$ cat src/hdl/mstp_pkg.sv
// Shared package for the Prim spanning-tree block.
// Holds field widths, op codes and the controller/datapath command and status structs.
// No dependencies.
package mstp_pkg;

    localparam int NODE_BITS       = 6;
    localparam int COST_BITS       = 21;
    localparam int DEF_MAX_NODES   = 32;
    localparam int DEF_WEIGHT_BITS = 16;

    localparam logic [COST_BITS-1:0] COST_MAX = '1;

    localparam logic [1:0] OP_CLEAR  = 2'd0;
    localparam logic [1:0] OP_ADD    = 2'd1;
    localparam logic [1:0] OP_RUN    = 2'd2;
    // no operation is assigned to this code; the block drops such items
    localparam logic [1:0] OP_UNUSED = 2'd3;

    typedef struct packed {
        logic load;
        logic clr_step;
        logic wr_uv;
        logic wr_vu;
        logic idx_clr;
        logic run_init;
        logic pass_step;
        logic pass_next;
        logic emit_step;
    } ctrl_cmd_t;

    typedef struct packed {
        logic is_clear;
        logic is_add_ok;
        logic is_run;
        logic clr_done;
        logic start_ok;
        logic seq_done;
        logic found;
    } dp_status_t;

endpackage

$ cat src/hdl/mstp_ctrl.sv
// Sequencer for the Prim spanning-tree block.
// Depends on mstp_pkg for the command and status structs.
module mstp_ctrl (
    input  logic                 clk,
    input  logic                 rst_n,
    input  logic                 start,
    input  mstp_pkg::dp_status_t status,
    output mstp_pkg::ctrl_cmd_t  cmd,
    output logic                 busy
);
    import mstp_pkg::*;

    typedef enum logic [8:0] {
        S_IDLE   = 9'b000000001,
        S_DECODE = 9'b000000010,
        S_CLEAR  = 9'b000000100,
        S_ADD_A  = 9'b000001000,
        S_ADD_B  = 9'b000010000,
        S_INIT   = 9'b000100000,
        S_PASS   = 9'b001000000,
        S_DECIDE = 9'b010000000,
        S_EMIT   = 9'b100000000
    } state_t;

    state_t state_reg;
    state_t state_next;

    always_ff @(posedge clk or negedge rst_n)
    begin
        if (!rst_n)
        begin
            state_reg <= S_CLEAR;
        end
        else
        begin
            state_reg <= state_next;
        end
    end

    always_comb
    begin
        cmd        = '0;
        state_next = state_reg;
        unique case (state_reg)
            S_IDLE:
            begin
                if (start)
                begin
                    cmd.load   = 1'b1;
                    state_next = S_DECODE;
                end
            end
            S_DECODE:
            begin
                priority if (status.is_clear)
                begin
                    state_next = S_CLEAR;
                end
                else if (status.is_add_ok)
                begin
                    state_next = S_ADD_A;
                end
                else if (status.is_run)
                begin
                    state_next = S_INIT;
                end
                else
                begin
                    state_next = S_IDLE;
                end
            end
            S_CLEAR:
            begin
                cmd.clr_step = 1'b1;
                if (status.clr_done)
                begin
                    state_next = S_IDLE;
                end
            end
            S_ADD_A:
            begin
                cmd.wr_uv  = 1'b1;
                state_next = S_ADD_B;
            end
            S_ADD_B:
            begin
                cmd.wr_vu  = 1'b1;
                state_next = S_IDLE;
            end
            S_INIT:
            begin
                cmd.idx_clr  = 1'b1;
                cmd.run_init = 1'b1;
                state_next   = status.start_ok ? S_PASS : S_EMIT;
            end
            S_PASS:
            begin
                cmd.pass_step = 1'b1;
                if (status.seq_done)
                begin
                    state_next = S_DECIDE;
                end
            end
            S_DECIDE:
            begin
                cmd.idx_clr = 1'b1;
                if (status.found)
                begin
                    cmd.pass_next = 1'b1;
                    state_next    = S_PASS;
                end
                else
                begin
                    state_next = S_EMIT;
                end
            end
            S_EMIT:
            begin
                cmd.emit_step = 1'b1;
                if (status.seq_done)
                begin
                    state_next = S_IDLE;
                end
            end
            default:
            begin
                state_next = S_IDLE;
            end
        endcase
    end

    assign busy = (state_reg != S_IDLE);

endmodule

$ cat config.mk
export PLATFORM = sky130hd
export DESIGN_NAME = mstp_ctrl
export DESIGN_NICKNAME = d
export VERILOG_FILES = /design/src/hdl/mstp_pkg.sv /design/src/hdl/mstp_ctrl.sv
export SDC_FILE = /design/constraint.sdc
export NUM_CORES = 1
export LEC_CHECK = 0
export BUFFER_PORTS_ARGS = -buffer_cell sky130_fd_sc_hd__buf_2
export CAP_MARGIN = 0
export CORE_AREA = 2 2 39 41
export DETAILED_ROUTE_END_ITERATION = 8
export DIE_AREA = 0 0 41 43
export PLACE_DENSITY_LB_ADDON = 0.25
export SLEW_MARGIN = 10
export SYNTH_ARGS = -nofsm -noshare
export SYNTH_HDL_FRONTEND = slang
export SYNTH_SLANG_ARGS = --single-unit
$ cat constraint.sdc
create_clock -name clk -period 3.5 [get_ports clk]
set_clock_uncertainty 0.05 [all_clocks]
set_input_delay 0.875 -clock clk [delete_from_list [all_inputs] [get_ports clk]]
set_output_delay 0.875 -clock clk [all_outputs]
set_load 0.1 [all_outputs]
==> out/results.tsv <==
metric	value	unit
top_level_ports	20	
final_common_cell	buf_2	
drt-total-wl	1.31	mm
syn-num-nets	76	
place_congestion	0.766	
cts_buffer_depth	2	
hold_ws	0.403	ns
grt-ovfl-total	0	
die_area	1760	um^2
yosysWarnings	0	
final_nets	99	
n_antenna_cell	0	
cts_hold_buf	0	
worst_pin_slew	0.638	ns
drive_above_1_share	34.1	%
first_pass_iters	2	
synth_edf_count	0	
slowest_delay	0.46	ns
multi_input_area	348	um^2
tns	0	ns
cts_tree	done	
clock_sinks	9	
clk_latency	0.26	ns
fillCellCount	142	
rows	14	
pwr_density_cell	647	nW/um^2
drcViolationCount	0	
viasPerCell	5.43	
area.growth.synth_to_final	27.3	%
coreArea	1380	um^2
grt_use_total	18.6	%
critPathBufInv	1	
ys_ff_latch	9	
postCtsSetupBuffers	0	
ys_seq_area_share	39.3	%
reg2reg_slack	1.67	ns
ys_types	28	
wl_met2	652	um
synthArstFlopShare	100	%
wl_per_cell	12.6	um
cp_top_family	simple AND/OR/NAND/NOR gates	
grt_max_degree	10	
fmax	0.341	GHz
cap_violations	0	
vdd_ir_drop_max	0.750	mV
place_inst	100	
final_area	734	um^2
setup_viol	0	
crit_type	flip-flop to output pin	
grt_pass1_wl	2.19	mm
grt_pass1_vias	505	
critPathMaxFanout	5	
startpoint_type	flip-flop	
p_total	0.475	mW
required	2.57	ns
mostFrequentLayoutCells	19 x buf_2, 8 x dfrtp_1, 7 x nor2_1	
fin_cells	104	
fp.dieH	43	um
hold_path_class	primary input to asynchronous set/reset pin	
drtIter0Drc	7	
numCtsBuffers	3	
via_count	565	
crit_slowest_cell	buf_2	
hpwl	969	um
period_minus_slack	2.94	ns
synth_area	577	um^2
htree_levels	1	
ant_nets	0	
postSynthAreaPerCell	8.74	um^2
crit_chain	nor2_1 -> nand3_1 -> or2_1 -> a21oi_1 -> buf_2	
placement.io_buffers	19	
critPathArrivalTime	2.01	ns
maxSlewHeadroom	57.4	%
rsz0062_at_grt	false	
finalHoldViolCount	0	
syn_inst	66	
topRoutingLayerUsed	met4	
wl_met1	584	um
die_w	41	um
p_leak	0.355	nW
largest_reg_flops	9	
met3_length	62	um
synthFlopType	dfrtp_1	
placed_cell_area	708	um^2
initial_core_util	41.7	%
status	completed	
fin_crit_sh	83.9	%
cts_root_buf	clkbuf_4	
slew_viol_final	0	
path_clk_slew	0.07	ns
cts_resized	0	
end_kind	output pin	
register_area	226	um^2
antenna_found_initial	0	
[routing by layer]
metal	vias to the layer above	track usage [%]
met5	-	0
met4	0	10.0
met3	2	3.14
met2	11	28.7
met1	267	23.3
li1	285	-
[worst paths after layout]
check | from | end | depth (start not counted)
worst max-delay path | state_reg[0] | cmd[4] | 5
worst min-delay path | rst_n | state_reg[6] | 1
worst max register to register | state_reg[3] | state_reg[0] | 4
worst min register to register | state_reg[3] | state_reg[4] | 2
max in group asynchronous | rst_n | state_reg[2] | 1
min in group clk | state_reg[3] | state_reg[4] | 2
[where the power goes]
part           internal [mW]  leakage, nW  total (mW)  switching (mW)
logic                 0.0663        0.222       0.254           0.188
registers              0.120        0.118       0.139          0.0189
clock network         0.0440       0.0150      0.0814          0.0375
[logic make-up after synthesis]
family	Yosys count	synth area share, %
compound gates	14	17.4
xor+xnor	3	4.56
buf+inv	6	4.12
simple gates	34	34.7
flops	9	39.3
[cells in the mapped netlist, drive strengths merged, types with 2 or more instances]
master | n | area share [%]
xor2 | 2 | 3.0
nand3 | 2 | 1.7
nor4b | 3 | 4.6
nand2b | 2 | 2.2
or3 | 2 | 2.2
o22ai | 2 | 2.2
nor2b | 2 | 2.2
o22a | 2 | 3.0
nor2 | 9 | 5.9
dfrtp | 8 | 35
o21ai | 5 | 5.0
nand2 | 4 | 3.9
nor3 | 5 | 5.2
o32ai | 2 | 3.0
or2 | 2 | 2.2
inv | 5 | 3.3
[stage by stage]
step                util (%)  setup slack, ns
floorplan                  -            -1.31
global placement        51.2            0.946
detailed placement      51.2            0.900
CTS                     53.1            0.576
global route            53.1            0.431
finish                  53.1            0.563
[final cells by class]
| class | count | share of cell area, % |
|---|---|---|
| Tap cell | 16 | 2.73 |
| Sequential cell | 9 | 30.8 |
| Timing Repair Buffer | 19 | 12.9 |
| Inverter | 5 | 2.56 |
| Clock buffer | 4 | 3.58 |
| Multi-Input combinational cell | 51 | 47.4 |
Note: power is estimated with default switching activity, not from simulation.
